File: src/rtl/spq_pkg.sv
// ----------------------------------------------------------------------------
// spq_pkg: shared types and codes of the stable priority queue
// Entry layout, action and status codes, and the per-cycle cell command.
// ----------------------------------------------------------------------------
package spq_pkg;

  localparam int IdW    = 8;
  localparam int AgeW   = 7;
  localparam int PhaseW = 3;
  localparam int ActW   = 2;
  localparam int StatW  = 2;
  localparam int ResW   = 5;

  localparam logic [ActW-1:0] ACT_ENQ  = 2'd0;
  localparam logic [ActW-1:0] ACT_DEQ  = 2'd1;
  localparam logic [ActW-1:0] ACT_FIND = 2'd2;

  localparam logic [StatW-1:0] ST_OK    = 2'd0;
  localparam logic [StatW-1:0] ST_EMPTY = 2'd1;
  localparam logic [StatW-1:0] ST_FULL  = 2'd2;

  typedef struct packed {
    logic [IdW-1:0]    id;
    logic [AgeW-1:0]   age;
    logic [PhaseW-1:0] phase;
  } spq_entry_t;

  // Broadcast to every cell in the chain each cycle
  typedef struct packed {
    logic       enq;   // insert ins behind all entries of phase not larger
    logic       deq;   // shift every entry one cell towards the front
    spq_entry_t ins;   // request payload, also the id to search for
  } spq_cmd_t;

endpackage

File: src/rtl/spq_if.sv
// ----------------------------------------------------------------------------
// spq_if: request and response channels of the stable priority queue
// Valid/ready channels; a transaction completes when valid and ready are high.
// ----------------------------------------------------------------------------
interface spq_req_if;
  logic                      valid;
  logic                      ready;
  logic [spq_pkg::ActW-1:0]  action;
  logic [spq_pkg::IdW-1:0]   person_id;
  logic [spq_pkg::AgeW-1:0]  age;
  logic [spq_pkg::PhaseW-1:0] phase;

  modport source (output valid, action, person_id, age, phase, input ready);
  modport sink   (input valid, action, person_id, age, phase, output ready);
endinterface

interface spq_rsp_if;
  logic                       valid;
  logic                       ready;
  logic [spq_pkg::StatW-1:0]  status;
  logic [spq_pkg::IdW-1:0]    out_id;
  logic [spq_pkg::AgeW-1:0]   out_age;
  logic [spq_pkg::PhaseW-1:0] out_phase;
  logic [spq_pkg::ResW-1:0]   position;
  logic [spq_pkg::ResW-1:0]   occupancy;

  modport source (output valid, status, out_id, out_age, out_phase, position, occupancy,
                  input ready);
  modport sink   (input valid, status, out_id, out_age, out_phase, position, occupancy,
                  output ready);
endinterface

File: src/rtl/spq_cell.sv
// ----------------------------------------------------------------------------
// spq_cell: one slot of the sorted chain
// Holds one entry, shifts right on insert, left on removal, flags an id match.
// ----------------------------------------------------------------------------
module spq_cell (
  input  logic                clk_i,
  input  logic                rst_ni,
  input  spq_pkg::spq_cmd_t   cmd_i,
  input  spq_pkg::spq_entry_t left_entry_i,
  input  logic                left_valid_i,
  input  logic                left_keep_i,
  input  spq_pkg::spq_entry_t right_entry_i,
  input  logic                right_valid_i,
  input  logic                nf_i,
  output spq_pkg::spq_entry_t entry_o,
  output logic                valid_o,
  output logic                keep_o,
  output logic                nf_o,
  output logic                first_o
);
  import spq_pkg::*;

  spq_entry_t entry_q, entry_d;
  logic       valid_q, valid_d;
  logic       match;

  // Stay put on insert when holding an entry of phase not larger
  assign keep_o  = valid_q && (entry_q.phase <= cmd_i.ins.phase);
  assign match   = valid_q && (entry_q.id == cmd_i.ins.id);
  assign first_o = nf_i & match;
  assign nf_o    = nf_i & ~match;
  assign entry_o = entry_q;
  assign valid_o = valid_q;

  always_comb begin
    entry_d = entry_q;
    valid_d = valid_q;
    if (cmd_i.enq) begin
      if (!keep_o) begin
        if (left_keep_i) begin
          entry_d = cmd_i.ins;
          valid_d = 1'b1;
        end else begin
          entry_d = left_entry_i;
          valid_d = left_valid_i;
        end
      end
    end else if (cmd_i.deq) begin
      entry_d = right_entry_i;
      valid_d = right_valid_i;
    end
  end

  always_ff @(posedge clk_i or negedge rst_ni) begin
    if (!rst_ni) begin
      valid_q <= 1'b0;
    end else begin
      valid_q <= valid_d;
    end
  end

  always_ff @(posedge clk_i) begin
    entry_q <= entry_d;
  end

endmodule

File: src/rtl/stable_priority_queue.sv
// ----------------------------------------------------------------------------
// stable_priority_queue: bounded queue sorted by phase, stable within a phase
// Chain of DEPTH cells with a registered response stage.
// ----------------------------------------------------------------------------
// Each request transaction (enqueue, dequeue or find) gives exactly one response
// transaction, registered and offered in the cycle after the request is taken; a
// new request is taken every cycle while the response register is free or being
// emptied, so the sustained rate is one transaction per cycle. The entries sit
// in a row of DEPTH cells, front at cell 0. On enqueue every cell compares its
// phase with the new one at once: cells holding a phase not larger hold, the
// first other cell takes the new entry and the rest advance one cell back. A
// full queue refuses the enqueue with status full. Dequeue returns cell 0 and
// moves every entry one cell forward; an empty queue reports status empty.
// Find passes a "not yet found" flag along the row and returns the index of
// the first matching cell, or the occupancy when none matches. Every response
// carries the occupancy after the action. Position and occupancy are reported
// in 5 bits. Unknown action codes change nothing and return status ok.
module stable_priority_queue #(
  parameter int DEPTH = 16
) (
  input  logic      clk_i,
  input  logic      rst_ni,
  spq_req_if.sink   req_i,
  spq_rsp_if.source rsp_o
);
  import spq_pkg::*;

  localparam int CntW = $clog2(DEPTH + 1);
  localparam int IdxW = $clog2(DEPTH);

  // Chain wiring: index i+1 of the boundary arrays feeds cell i+1 from cell i
  spq_entry_t          cell_entry [DEPTH];
  logic [DEPTH-1:0]    cell_valid;
  logic [DEPTH-1:0]    cell_keep;
  logic [DEPTH-1:0]    cell_first;
  logic [DEPTH:0]      nf_chain;
  spq_cmd_t            cmd;

  logic [CntW-1:0]     count_q, count_d;
  logic                accept;
  logic                full, empty;
  logic                enq_go, deq_go;

  logic                rsp_valid_q;
  logic [StatW-1:0]    status_q, status_d;
  spq_entry_t          out_q, out_d;
  logic [ResW-1:0]     position_q, position_d;
  logic [ResW-1:0]     occupancy_q;

  logic [IdxW-1:0]     first_idx;
  logic [CntW-1:0]     pos_full;
  logic [CntW+ResW-1:0] pos_ext, occ_ext;

  // Take a new request whenever the response register is free or draining
  assign req_i.ready = !rsp_valid_q || rsp_o.ready;
  assign accept      = req_i.valid && req_i.ready;

  assign full   = (count_q == CntW'(DEPTH));
  assign empty  = (count_q == '0);
  assign enq_go = accept && (req_i.action == ACT_ENQ) && !full;
  assign deq_go = accept && (req_i.action == ACT_DEQ) && !empty;

  assign cmd.enq       = enq_go;
  assign cmd.deq       = deq_go;
  assign cmd.ins.id    = req_i.person_id;
  assign cmd.ins.age   = req_i.age;
  assign cmd.ins.phase = req_i.phase;

  assign nf_chain[0] = 1'b1;

  for (genvar i = 0; i < DEPTH; i++) begin : g_cell
    spq_entry_t l_entry, r_entry;
    logic       l_valid, l_keep, r_valid;

    if (i == 0) begin : g_head
      // The front cell behaves as if a holding cell stood before it
      assign l_entry = '0;
      assign l_valid = 1'b1;
      assign l_keep  = 1'b1;
    end else begin : g_body
      assign l_entry = cell_entry[i-1];
      assign l_valid = cell_valid[i-1];
      assign l_keep  = cell_keep[i-1];
    end

    if (i == DEPTH - 1) begin : g_tail
      // Drop in an empty slot behind the last cell on dequeue
      assign r_entry = '0;
      assign r_valid = 1'b0;
    end else begin : g_inner
      assign r_entry = cell_entry[i+1];
      assign r_valid = cell_valid[i+1];
    end

    spq_cell u_cell (
      .clk_i         (clk_i),
      .rst_ni        (rst_ni),
      .cmd_i         (cmd),
      .left_entry_i  (l_entry),
      .left_valid_i  (l_valid),
      .left_keep_i   (l_keep),
      .right_entry_i (r_entry),
      .right_valid_i (r_valid),
      .nf_i          (nf_chain[i]),
      .entry_o       (cell_entry[i]),
      .valid_o       (cell_valid[i]),
      .keep_o        (cell_keep[i]),
      .nf_o          (nf_chain[i+1]),
      .first_o       (cell_first[i])
    );
  end

  // At most one cell flags the first match, so OR the indices together
  always_comb begin
    first_idx = '0;
    for (int i = 0; i < DEPTH; i++) begin
      if (cell_first[i]) begin
        first_idx = first_idx | IdxW'(i);
      end
    end
  end

  assign pos_full = nf_chain[DEPTH] ? count_q : CntW'(first_idx);
  assign pos_ext  = {{ResW{1'b0}}, pos_full};
  assign occ_ext  = {{ResW{1'b0}}, count_d};

  always_comb begin
    count_d = count_q;
    if (enq_go) begin
      count_d = count_q + CntW'(1);
    end else if (deq_go) begin
      count_d = count_q - CntW'(1);
    end
  end

  // Build the response of this transaction
  always_comb begin
    status_d   = ST_OK;
    out_d      = '0;
    position_d = '0;
    case (req_i.action)
      ACT_ENQ: begin
        if (full) begin
          status_d = ST_FULL;
        end
      end
      ACT_DEQ: begin
        if (empty) begin
          status_d = ST_EMPTY;
        end else begin
          out_d = cell_entry[0];
        end
      end
      ACT_FIND: begin
        position_d = pos_ext[ResW-1:0];
      end
      default: begin
        status_d = ST_OK;
      end
    endcase
  end

  always_ff @(posedge clk_i or negedge rst_ni) begin
    if (!rst_ni) begin
      count_q     <= '0;
      rsp_valid_q <= 1'b0;
    end else begin
      count_q <= count_d;
      if (accept) begin
        rsp_valid_q <= 1'b1;
      end else if (rsp_o.ready) begin
        rsp_valid_q <= 1'b0;
      end
    end
  end

  // Hold the response payload until the next accepted request
  always_ff @(posedge clk_i) begin
    if (accept) begin
      status_q    <= status_d;
      out_q       <= out_d;
      position_q  <= position_d;
      occupancy_q <= occ_ext[ResW-1:0];
    end
  end

  assign rsp_o.valid     = rsp_valid_q;
  assign rsp_o.status    = status_q;
  assign rsp_o.out_id    = out_q.id;
  assign rsp_o.out_age   = out_q.age;
  assign rsp_o.out_phase = out_q.phase;
  assign rsp_o.position  = position_q;
  assign rsp_o.occupancy = occupancy_q;

endmodule

File: src/flat_wrapper.sv
// flat-port wrapper written by rule: the top's interface ports become plain ports
module stable_priority_queue_flat import spq_pkg::*;
#(
  parameter int DEPTH = 16
)
  (clk_i, rst_ni, req_i_valid, req_i_action, req_i_person_id, req_i_age, req_i_phase, req_i_ready, rsp_o_valid, rsp_o_status, rsp_o_out_id, rsp_o_out_age, rsp_o_out_phase, rsp_o_position, rsp_o_occupancy, rsp_o_ready);
  spq_req_if req_i_i ();
  spq_rsp_if rsp_o_i ();
  input  logic clk_i;
  input  logic rst_ni;
  input wire logic [$bits(req_i_i.valid)-1:0] req_i_valid;
  input wire logic [$bits(req_i_i.action)-1:0] req_i_action;
  input wire logic [$bits(req_i_i.person_id)-1:0] req_i_person_id;
  input wire logic [$bits(req_i_i.age)-1:0] req_i_age;
  input wire logic [$bits(req_i_i.phase)-1:0] req_i_phase;
  output wire logic [$bits(req_i_i.ready)-1:0] req_i_ready;
  output wire logic [$bits(rsp_o_i.valid)-1:0] rsp_o_valid;
  output wire logic [$bits(rsp_o_i.status)-1:0] rsp_o_status;
  output wire logic [$bits(rsp_o_i.out_id)-1:0] rsp_o_out_id;
  output wire logic [$bits(rsp_o_i.out_age)-1:0] rsp_o_out_age;
  output wire logic [$bits(rsp_o_i.out_phase)-1:0] rsp_o_out_phase;
  output wire logic [$bits(rsp_o_i.position)-1:0] rsp_o_position;
  output wire logic [$bits(rsp_o_i.occupancy)-1:0] rsp_o_occupancy;
  input wire logic [$bits(rsp_o_i.ready)-1:0] rsp_o_ready;
  assign req_i_i.valid = req_i_valid;
  assign req_i_i.action = req_i_action;
  assign req_i_i.person_id = req_i_person_id;
  assign req_i_i.age = req_i_age;
  assign req_i_i.phase = req_i_phase;
  assign req_i_ready = req_i_i.ready;
  assign rsp_o_valid = rsp_o_i.valid;
  assign rsp_o_status = rsp_o_i.status;
  assign rsp_o_out_id = rsp_o_i.out_id;
  assign rsp_o_out_age = rsp_o_i.out_age;
  assign rsp_o_out_phase = rsp_o_i.out_phase;
  assign rsp_o_position = rsp_o_i.position;
  assign rsp_o_occupancy = rsp_o_i.occupancy;
  assign rsp_o_i.ready = rsp_o_ready;
  stable_priority_queue #(.DEPTH(DEPTH)) u_core (.clk_i(clk_i), .rst_ni(rst_ni), .req_i(req_i_i), .rsp_o(rsp_o_i));
endmodule
File: config.mk
export PLATFORM = sky130hd
export DESIGN_NAME = stable_priority_queue_flat
export DESIGN_NICKNAME = d
export VERILOG_FILES = /design/src/rtl/spq_pkg.sv /design/src/rtl/spq_if.sv /design/src/rtl/spq_cell.sv /design/src/rtl/stable_priority_queue.sv /design/src/flat_wrapper.sv
export SDC_FILE = /design/constraint.sdc
export NUM_CORES = 1
export LEC_CHECK = 0
export ABC_AREA = 1
export BUFFER_PORTS_ARGS = -buffer_cell sky130_fd_sc_hd__buf_2
export CORE_MARGIN = 1.5
export CORE_UTILIZATION = 45
export CTS_CLUSTER_DIAMETER = 40
export DETAILED_ROUTE_END_ITERATION = 10
export GPL_ROUTABILITY_DRIVEN = 0
export PLACE_DENSITY = 0.73
export SYNTH_ARGS = -nofsm -noshare
export SYNTH_HDL_FRONTEND = slang
export SYNTH_SLANG_ARGS = --single-unit
File: constraint.sdc
create_clock -name clk_i -period 5.39 [get_ports clk_i]
set_clock_uncertainty 0.05 [all_clocks]
set_input_delay 0.2695 -clock clk_i [delete_from_list [all_inputs] [get_ports clk_i]]
set_output_delay 0.2695 -clock clk_i [all_outputs]
set_load 0.02 [all_outputs]
==> impl_metrics.ini <==
[floorplan]
die_x_um = 212
io_pins = 56
start_util_pct = 45.7
coreArea_um2 = 43100
fp-row-count = 76
dieArea_um2 = 45000
fp.dieH_um = 212

[drt]
drc = 0
met2_wirelength_mm = 28.8
viasPerCell = 6.00
totalWireLength_mm = 61.1
drtIter0Drc = 2221
met3WireLength_mm = 6.80
drt-met1-wl_mm = 23.0
vias = 17327
postRouteAntennaNets = 0
wire_per_inst_um = 21.1
top_layer = met4
drt_pass1_iterations = 7

[place]
hpwlAfterDp_mm = 40.7
post-place-cells = 2799
port-buffer-count = 55

[synth]
synthCells = 2298
syn_area_per_cell_um2 = 8.56
yosysTopAreaCell = edfxtp_1
postSynth.asyncResetShare_pct = 6.47
ys.flop_type = edfxtp_1
syn-cell-area_um2 = 19700
synthTopCellsByArea = edfxtp_1 49%, o21ai_0 13%, a21oi_1 8.1%, inv_1 5.9%, nand2_1 5.5%
yosys_warnings = 0
synth-seq-area-share_pct = 51.3
ys_types = 40
ys_ff_latch = 340
synth_top_area_share_pct = 48.5
synth-edff-count = 318
syn_nets = 2372

[critical_path]
crit_family = compound AO/OA/AOI/OAI gates
worst_path_most_repeated_cell = inv_1
required_ns = 5.81
critPathMaxStageDelay_ns = 1.02
crit_cells = 12
worstSetupPathType = flip-flop to flip-flop
cp_num_buf_inv = 4
reg2reg_depth = 12
cp_slowest_cell = a31oi_2
path_max_fanout = 130
arrival_ns = 4.49
startpoint_type = flip-flop
crit_path_end_kind = flip-flop
crit_chain = inv_1 > ha_1 > inv_1 > nor3_2 > nand2_1 > nand2_4 > inv_8 > nor2_2 > buf_4 > a31oi_2 > o211ai_1 > o21ai_0

[sta]
min_period_ns = 4.07
hold_viol_final = 0
rsz0062_at_grt = no
period_share_pct = 75.4
maxSlewViolCount = 0
slew_headroom_pct = 13.1
finalSetupViolCount = 0
setup_tns_ns = 0
fmax_ghz = 0.246
worst_slew_pin_slew_ns = 1.30

[global_route]
grt_overflow_total = 0
antenna_found_initial = 1
track_usage_pct = 26.9
grt_max_degree = 131
grt_pass1_vias = 16667
grt_pass1_wl_mm = 92.7

[clocking]
cts_root_buffer = clkbuf_16
cts_sinks = 340
clk_path_buf_depth = 3
cts_buffers = 45
cts-htree-levels = 2
worstSkewPairLatency_ns = 0.58
clk_pin_slew_ns = 0.06
cts_tree = built
postCtsSetupBuffers = 0

[power_and_ir_drop]
irDropWorstVdd_uv = 226
cellPowerDensity_nw_per_um2 = 370
leakage_nw = 8.71

[min_path]
hold_path_class = input pin to flip-flop
hold_depth = 3

[final_layout]
finish.utilization_pct = 50.6
layout-drive-gt1-share_pct = 8.34
instances_no_fill = 2888
mostFrequentLayoutCell = o21ai_0
final_net_count = 2340
area_growth_pct = 10.7
insertedDiodeCount = 0
layout_common_cells = 522 x o21ai_0, 318 x edfxtp_1, 316 x a21oi_1

[status]
status = complete, no violations

[flow_run]
maxCapViolCount = 0
## cells by family (layout without fill, tap and decap cells)
logic type	count (synthesis)	in the layout	synth area share (%)
AOI/OAI and AO/OA	919	919	24.1
and+or+nand+nor	481	481	10.3
buffers and inverters	475	480	9.65
DFF	340	340	51.3
adders and majority gates	50	50	3.18
xor gates and xnor gates	33	33	1.47
## what timing repair did
| item | in CTS | in global routing |
|---|---|---|
| hold buffers | 5 | 0 |
| resized for setup | 0 | 0 |
| hold endpoints to repair | 24 | 0 |
| endpoints found under the setup margin | 0 | 0 |
## worst reg2reg max path, delay by kind of cell (launching register included)
| family | cells | cell delay, ns |
|---|---|---|
| AOI/OAI and AO/OA | 3 | 1.35 |
| adders and majority gates | 1 | 0.21 |
| buffers and inverters | 4 | 1.24 |
| DFF | 1 | 0.38 |
| and+or+nand+nor | 4 | 0.75 |
## synth_stat cells (all sizes together) (2+ instances only)
cell type,count
buf,44
xor2,24
ha,50
dfrtp,22
o211ai,15
nor3,10
nor3b,2
edfxtp,318
nand4,13
nand3,48
a211oi,2
a31oi,12
a221oi,3
nand2,294
o22ai,28
o21ai,536
nor2,111
inv,318
xnor2,9
nor4,3
a21oi,318
clkbuf,113
## power breakdown
| group | total (mW) | internal (mW) | switching (mW) |
|---|---|---|---|
| clock network | 3.05 | 1.85 | 1.21 |
| registers | 3.46 | 3.26 | 0.201 |
| logic | 1.55 | 0.358 | 1.19 |
| total | 8.06 | 5.46 | 2.60 |
## through the flow
step                hold WS (ns)  area, um2  total power, mW  setup WS, ns
global route              0.0591      21800             8.35         0.966
global placement           0.289      20200             4.93          1.56
floorplan                -0.0761      19700             4.53          2.19
detailed placement         0.296      20200             5.00          1.35
CTS                       0.0430      21800             8.02          1.32
finish                    0.0681      21800             8.06          1.32
## sequential cells by signal (all words and copies together), names as in the netlist
name and flops:
u_core.rsp_o.occupancy 5, u_core.g_cell.u_cell.valid_o 16, u_core.g_cell.u_cell.entry_o 288, u_core.rsp_o.out_age 7, u_core.rsp_o.valid 1, u_core.rsp_o.position 5
u_core.rsp_o.out_phase 3, u_core.rsp_o.out_id 8, u_core.count_q 5, u_core.rsp_o.status 2
## metal layers
layer,GRT usage (%),up-vias
met1,34.6,8214
met4,12.0,0
met2,43.6,1040
li1,-,7892
met5,0,-
met3,5.61,181
## worst paths after layout
| check | from | end | slack, ns |
|---|---|---|---|
| max | u_core.count_q[0]$_DFF_PN0_ | u_core.g_cell[5].u_cell.valid_o$_DFFE_PN0P_ | 1.32 |
| min | req_i_action[0] | u_core.rsp_o.status[0]$_DFFE_PP_ | 0.07 |
| max reg2reg | u_core.count_q[0]$_DFF_PN0_ | u_core.g_cell[5].u_cell.valid_o$_DFFE_PN0P_ | 1.32 |
| min reg2reg | u_core.count_q[2]$_DFF_PN0_ | u_core.count_q[2]$_DFF_PN0_ | 0.52 |
| max in group asynchronous | rst_ni | u_core.g_cell[11].u_cell.valid_o$_DFFE_PN0P_ | 4.56 |
| min in group asynchronous | rst_ni | u_core.count_q[4]$_DFF_PN0_ | 0.25 |
## area by class of cell
type	instances	area [um2]
fillers	3899	21300
flip-flops and latches	340	10100
multi-input cells	1483	7760
clock buffers	60	1210
inverters	318	1200
well taps	585	732
repair buffers	78	460
clock inverters	24	310
Note: power is estimated with default switching activity, not from simulation.
